`src/sv/ochmu_pkg.sv`:
```
// shared types and constants for the occupancy cell hit/miss update block
// no dependencies; imported by ochmu_div, the top module and the testbench
package ochmu_pkg;

  localparam int DEFAULT_MAX_COLS    = 256;
  localparam int DEFAULT_MAX_ROWS    = 256;
  localparam int DEFAULT_COUNT_CLAMP = 20;

  localparam int COORD_W    = 20;  // world coordinates and grid extents
  localparam int TILE_W     = 13;  // tile size register
  localparam int DIM_W      = 9;   // column, row and threshold registers
  localparam int TOTAL_W    = 32;  // global counters
  localparam int CFG_IDX_W  = 3;
  localparam int CFG_DATA_W = 20;
  localparam int Q8_SHIFT   = 8;   // threshold is in units of 1/256

  localparam logic [TILE_W-1:0] TILE_RESET   = TILE_W'(100);
  localparam logic [DIM_W-1:0]  THRESH_RESET = DIM_W'(128);

  typedef enum logic [CFG_IDX_W-1:0] {
    REG_GRID_LEFT   = 3'd0,
    REG_GRID_TOP    = 3'd1,
    REG_GRID_WIDTH  = 3'd2,
    REG_GRID_HEIGHT = 3'd3,
    REG_TILE_SIZE   = 3'd4,
    REG_GRID_COLS   = 3'd5,
    REG_GRID_ROWS   = 3'd6,
    REG_OCC_THRESH  = 3'd7
  } cfg_reg_t;

  typedef enum logic [2:0] {
    ST_CLEAR,
    ST_IDLE,
    ST_DIV,
    ST_IDX,
    ST_FIN
  } state_t;

  typedef struct packed {
    logic                      func;
    logic signed [COORD_W-1:0] point_x;
    logic signed [COORD_W-1:0] point_z;
  } in_item_t;

  typedef struct packed {
    logic               cell_found;
    logic               cell_occupied;
    logic               cell_flipped;
    logic [TOTAL_W-1:0] updated_total;
    logic [TOTAL_W-1:0] flipped_total;
  } out_item_t;

endpackage

```
`src/sv/ochmu_div.sv`:
```
// restoring divider, one quotient bit per cycle, quotient rounded to
// nearest with ties to even; depends on ochmu_pkg
module ochmu_div (
  input  logic                         clk,
  input  logic                         rst_n,
  input  logic                         start,
  input  logic [ochmu_pkg::COORD_W-1:0] dividend,
  input  logic [ochmu_pkg::TILE_W-1:0]  divisor,
  output logic                         done,
  output logic [ochmu_pkg::COORD_W-1:0] quot
);
  import ochmu_pkg::*;

  localparam int CNT_W = $clog2(COORD_W + 1);

  logic               busy_r, busy_nxt;
  logic               done_r, done_nxt;
  logic [CNT_W-1:0]   cnt_r, cnt_nxt;
  logic [TILE_W-1:0]  rem_r, rem_nxt;
  logic [COORD_W-1:0] quo_r, quo_nxt;
  logic [TILE_W-1:0]  den_r, den_nxt;
  logic [TILE_W:0]    trial;
  logic               ge;
  logic [TILE_W+1:0]  rem2;
  logic               round_up;

  assign trial = {rem_r, quo_r[COORD_W-1]};
  assign ge    = trial >= {1'b0, den_r};

  always_comb begin
    busy_nxt = busy_r;
    done_nxt = 1'b0;
    cnt_nxt  = cnt_r;
    rem_nxt  = rem_r;
    quo_nxt  = quo_r;
    den_nxt  = den_r;
    if (start) begin
      busy_nxt = 1'b1;
      cnt_nxt  = '0;
      rem_nxt  = '0;
      quo_nxt  = dividend;
      den_nxt  = divisor;
    end else if (busy_r) begin
      rem_nxt = ge ? TILE_W'(trial - {1'b0, den_r}) : TILE_W'(trial);
      quo_nxt = {quo_r[COORD_W-2:0], ge};
      cnt_nxt = CNT_W'(cnt_r + 1'b1);
      if (cnt_r == CNT_W'(COORD_W - 1)) begin
        busy_nxt = 1'b0;
        done_nxt = 1'b1;
      end
    end
  end

  always_ff @(posedge clk) begin
    if (!rst_n) begin
      busy_r <= 1'b0;
      done_r <= 1'b0;
    end else begin
      busy_r <= busy_nxt;
      done_r <= done_nxt;
    end
    cnt_r <= cnt_nxt;
    rem_r <= rem_nxt;
    quo_r <= quo_nxt;
    den_r <= den_nxt;
  end

  // ties go to the even quotient
  assign rem2     = {1'b0, rem_r, 1'b0};
  assign round_up = (rem2 > {2'b00, den_r}) || ((rem2 == {2'b00, den_r}) && quo_r[0]);
  assign quot     = COORD_W'(quo_r + {{(COORD_W-1){1'b0}}, round_up});
  assign done     = done_r;

endmodule

```
`config.mk`:
```
export PLATFORM = sky130hd
export DESIGN_NAME = ochmu_div
export DESIGN_NICKNAME = d
export VERILOG_FILES = /design/src/sv/ochmu_pkg.sv /design/src/sv/ochmu_div.sv
export SDC_FILE = /design/constraint.sdc
export NUM_CORES = 1
export LEC_CHECK = 0
export BUFFER_PORTS_ARGS = -buffer_cell sky130_fd_sc_hd__buf_2
export CORE_UTILIZATION = 60
export DETAILED_ROUTE_END_ITERATION = 16
export PLACE_DENSITY = 0.91
export SLEW_MARGIN = 25
export SYNTH_ARGS = -nofsm -noshare
export SYNTH_HDL_FRONTEND = slang
export SYNTH_SLANG_ARGS = --single-unit
export TNS_END_PERCENT = 1
```
`constraint.sdc`:
```
create_clock -name clk -period 4.7 [get_ports clk]
set_input_delay 0.94 -clock clk [delete_from_list [all_inputs] [get_ports clk]]
set_output_delay 0.94 -clock clk [all_outputs]
set_load 0.05 [all_outputs]
```
==> qor_table.md <==
| Stage | Result | This run |
|---|---|---|
| clock tree | Clock tree from TritonCTS | yes |
| clock tree | Post-cts resize count | 0 |
| routing | Number of nets with antenna violations after routing | 0 |
| job | Number of max-cap violations | 0 |
| worst setup path | Kind of cell with the highest combined delay on the critical path | adder cells |
| floorplan | Total Die Area | 5637 um2 |
| timing | Crit path time final | 4.156 ns |
| synth | Synth top cells by count | sky130_fd_sc_hd__edfxtp_1, sky130_fd_sc_hd__nand2_1, sky130_fd_sc_hd__inv_1, sky130_fd_sc_hd__xnor2_1, sky130_fd_sc_hd__dfxtp_1 |
| floorplan | Die boundary width | 75.08 um |
| synth | Leading cell types by total area after synthesis | sky130_fd_sc_hd__edfxtp_1, sky130_fd_sc_hd__dfxtp_1, sky130_fd_sc_hd__mux2_2 |
| layout | Antenna diode count | 0 |
| grt | Remaining global-route overflow | 0 |
| synth | Most repeated cell in the gate-level netlist after synthesis | sky130_fd_sc_hd__edfxtp_1 |
| timing | Final hold violation count | 0 |
| routing | Number of design-rule violations left by the first detailed-router iteration | 178 |
| grt | First-pass GRT wire length | 9756 um |
| clock tree | Clock transition at the registers of the reported paths | 0.09 ns |
| power | Power density cells | 325.8 nW/um2 |
| timing | Fin crit share | 88.44% |
| clock tree | Cts bufs inserted | 5 |
| timing | Fin Clk Skew | 0.009981 ns |
| routing | Detailed-route wire length per cell | 15.01 um |
| synth | Area share of the largest cell type after synthesis | 30.93% |
| clock tree | H-tree levels | 2 |
| worst setup path | Cell type of the slowest stage on the worst timing path | sky130_fd_sc_hd__ha_1 |
| timing | Headroom to the max-slew limit | 40.88% |
| layout | Post-layout utilization of the core | 70.06% |
| synth | Total nets after synthesis | 352 |
| timing | Final number of max-transition violations | 0 |
| worst setup path | Logic depth of the worst setup path including buffers | 14 |
| floorplan | Area inside the core boundary | 5140 um2 |
| worst setup path | Cell type with the highest occurrence count on the critical path | sky130_fd_sc_hd__ha_1 |
| clock tree | Buffers inserted by post-CTS timing repair | 0 |
| worst setup path | Critical setup path kind | register to output pin |
| worst setup path | Endpoint type of the worst setup path | output pin |
| synth | Number of flip-flops and latches in the synthesized netlist | 53 |
| clock tree | Longest Clk Path Bufs | 2 |
| layout | Number of nets in the layout | 403 |
| worst setup path | CP Max Fanout | 8 |
| synth | Gate count of the mapped netlist | 299 |
| grt | Number of global-route vias before repair | 2179 |
| timing | Fmax | 0.2406 GHz |
| floorplan | Vertical die dimension | 75.08 um |
| worst setup path | Number of buffers and inverters on the critical path | 2 |
| floorplan | Top-level port count | 57 |
| power | Leakage power | 1.550 nW |
| clock tree | Hold-fix buffers at CTS | 0 |
| clock tree | Clock latency on the worst-skew pair | 0.31 ns |
| routing | Total via count in the routed design | 2407 |
| hold path | Worst Hold Path Cells | 2 |
| worst setup path | Worst EP arrival | 3.22 ns |
| synth | Netlist area before placement | 3204 um2 |
| status | Run status | finished, final reports clean |
| clock tree | Clock tree root driver cell | sky130_fd_sc_hd__clkbuf_8 |
| grt | Maximum number of pins on one net before global-route repair | 43 |
| grt | Antenna violations before repair | 0 |
| synth | Top_reg_cell synth | sky130_fd_sc_hd__edfxtp_1 |
| timing | Total negative slack for setup checks | 0 ns |
| floorplan | Floorplan row count | 26 |
| worst setup path | CP required | 3.76 ns |
| routing | First-pass detailed-route iteration total | 4 |
| timing | Unrepaired setup endpoints after global routing | no |
| power | IR Drop Worst-Case VDD | 236.2 uV |
| synth | Mean Syn Cell Area | 10.72 um2 |
| grt | Total track usage | 23.38% |
| hold path | Hold Crit Class | register to register |
| timing | Measured slew at the worst slew-check pin | 0.8835 ns |
| synth | Synth cell types | 59 |
| place | DPL Wire Length | 4527 um |
| place | Routability cong. | 0.8632 |
| routing | Drc violations | 0 |
| synth | Count of synthesis-stage warnings from yosys | 0 |
| routing | Post-DR vias/cell | 5.717 |
| worst setup path | R2R cell count | 3 |
| layout | Ratio of cells with drive above 1 in the final layout | 27.92% |
| timing | Final setup violating endpoints | 0 |
| synth | Share of synthesized registers carrying an async set or reset | 0% |
| synth | Cell type contributing the most total cell area after synthesis | sky130_fd_sc_hd__edfxtp_1 |
| place | Number of buffers added on ports | 56 |
| routing | Total wire length after detailed routing | 6319 um |
| layout | Area growth from synthesis to layout | 12.38% |
| worst setup path | Maximum single-stage delay on the critical path | 0.41 ns |
| worst setup path | Crit path launch type | register |
| synth | Fraction of the yosys area taken by sequential cells | 43.42% |
| synth | Post-synth EDFFs | 33 |
| floorplan | Starting Density | 62.34% |
| clock tree | Number of sinks on the clock net | 53 |
| worst setup path | Cell Chain, Critical Path | inv_1, ha_1, a21o_1, a31oi_1, o21ai_1, a21oi_1, a21oi_1, ha_1, ha_1, nand3_1, nor2_1, nand3_1, xnor2_1, buf_2 |
-- cell usage in the layout (no fill, tap or decap), types with 2 or more instances in the layout --
master	instances
sky130_fd_sc_hd__nor3_2	2
sky130_fd_sc_hd__buf_2	56
sky130_fd_sc_hd__a31oi_1	5
sky130_fd_sc_hd__edfxtp_1	33
sky130_fd_sc_hd__nand2_1	23
sky130_fd_sc_hd__a211oi_1	2
sky130_fd_sc_hd__nand3_1	9
sky130_fd_sc_hd__mux2i_1	6
sky130_fd_sc_hd__a21o_2	3
sky130_fd_sc_hd__a21o_1	8
sky130_fd_sc_hd__xnor2_1	21
sky130_fd_sc_hd__a21oi_1	6
sky130_fd_sc_hd__inv_1	21
sky130_fd_sc_hd__o21ai_1	5
sky130_fd_sc_hd__nor3_1	3
sky130_fd_sc_hd__mux2_2	19
sky130_fd_sc_hd__nand2b_1	2
sky130_fd_sc_hd__dfxtp_1	20
sky130_fd_sc_hd__nor2_1	15
sky130_fd_sc_hd__xor2_1	11
sky130_fd_sc_hd__and3_1	8
sky130_fd_sc_hd__nand4_1	6
sky130_fd_sc_hd__o21ai_0	4
sky130_fd_sc_hd__o31ai_1	4
sky130_fd_sc_hd__nor2b_1	2
sky130_fd_sc_hd__o22ai_1	2
sky130_fd_sc_hd__a22oi_1	3
sky130_fd_sc_hd__clkbuf_8	6
sky130_fd_sc_hd__ha_1	16
-- per-stage QoR --
step	power [mW]	area [um2]	hold WS, ns	setup WS [ns]	cells
3_3_place_gp	0.8488	3481	0.4566	0.9797	413
5_1_grt	1.223	3601	0.5075	0.2452	421
3_5_place_dp	0.8591	3481	0.4704	0.9091	413
4_1_cts	1.176	3601	0.4814	0.5470	421
6_report	1.173	3601	0.4786	0.5435	421
2_1_floorplan	0.7978	3204	0.4415	0.7702	299
-- tightest hold or removal path: cells and delay by family (launching register included) --
family / cells / cell delay, ns
AO/OA/AOI/OAI: 1 / 0.05
flip-flops: 1 / 0.33
AND/OR/NAND/NOR: 1 / 0.05
-- flip-flops by register name (all words and copies together) (netlist names) --
register	count
quo_r	20
rem_r	13
den_r	13
busy_r	1
done	1
cnt_r	5
-- report_power, final --
part	leakage [nW]	switching (mW)	internal [mW]	total, mW
Clock	0.0574	0.148	0.173	0.321
Combinational	1.00	0.181	0.103	0.284
Sequential	0.492	0.0326	0.536	0.568
-- layout make-up --
cell class	count	area (um2)
multi-input combinational	212	1635
sequential	53	1391
tap	70	87.58
inverter	21	78.83
clock buffer	6	82.58
fill	406	1539
timing repair buffer	57	287.8
clock inverter	2	37.54
-- metal layers --
layer  vias to the layer above  wire, um  GRT usage, %
met5                         -         0             0
li1                       1191         -             -
met3                        12       330         4.418
met1                      1120      2852         28.72
met4                         0       112         9.015
met2                        84      3023         40.74
-- final timing paths --
path | start | to | slack (ns)
max | den_r[9]$_DFFE_PP_ | quot[12] | 0.54
min | rem_r[5]$_SDFFE_PP0P_ | rem_r[5]$_SDFFE_PP0P_ | 0.48
max reg2reg | busy_r$_SDFF_PN0_ | rem_r[8]$_SDFFE_PP0P_ | 2.24
min reg2reg | rem_r[5]$_SDFFE_PP0P_ | rem_r[5]$_SDFFE_PP0P_ | 0.48
-- kinds of logic (layout without fill, tap and decap cells) --
family                     Yosys count  in the layout  share of synthesized area [%]
and+or+nand+nor                     78             78                          12.69
xor gates and xnor gates            32             32                          8.747
buffers and inverters               34             86                          5.545
adders and majority gates           17             17                          6.872
DFF                                 53             53                          43.42
AOI/OAI and AO/OA                   59             59                          13.82
muxes                               26             26                          8.903
(Power assumes the default switching activity.)
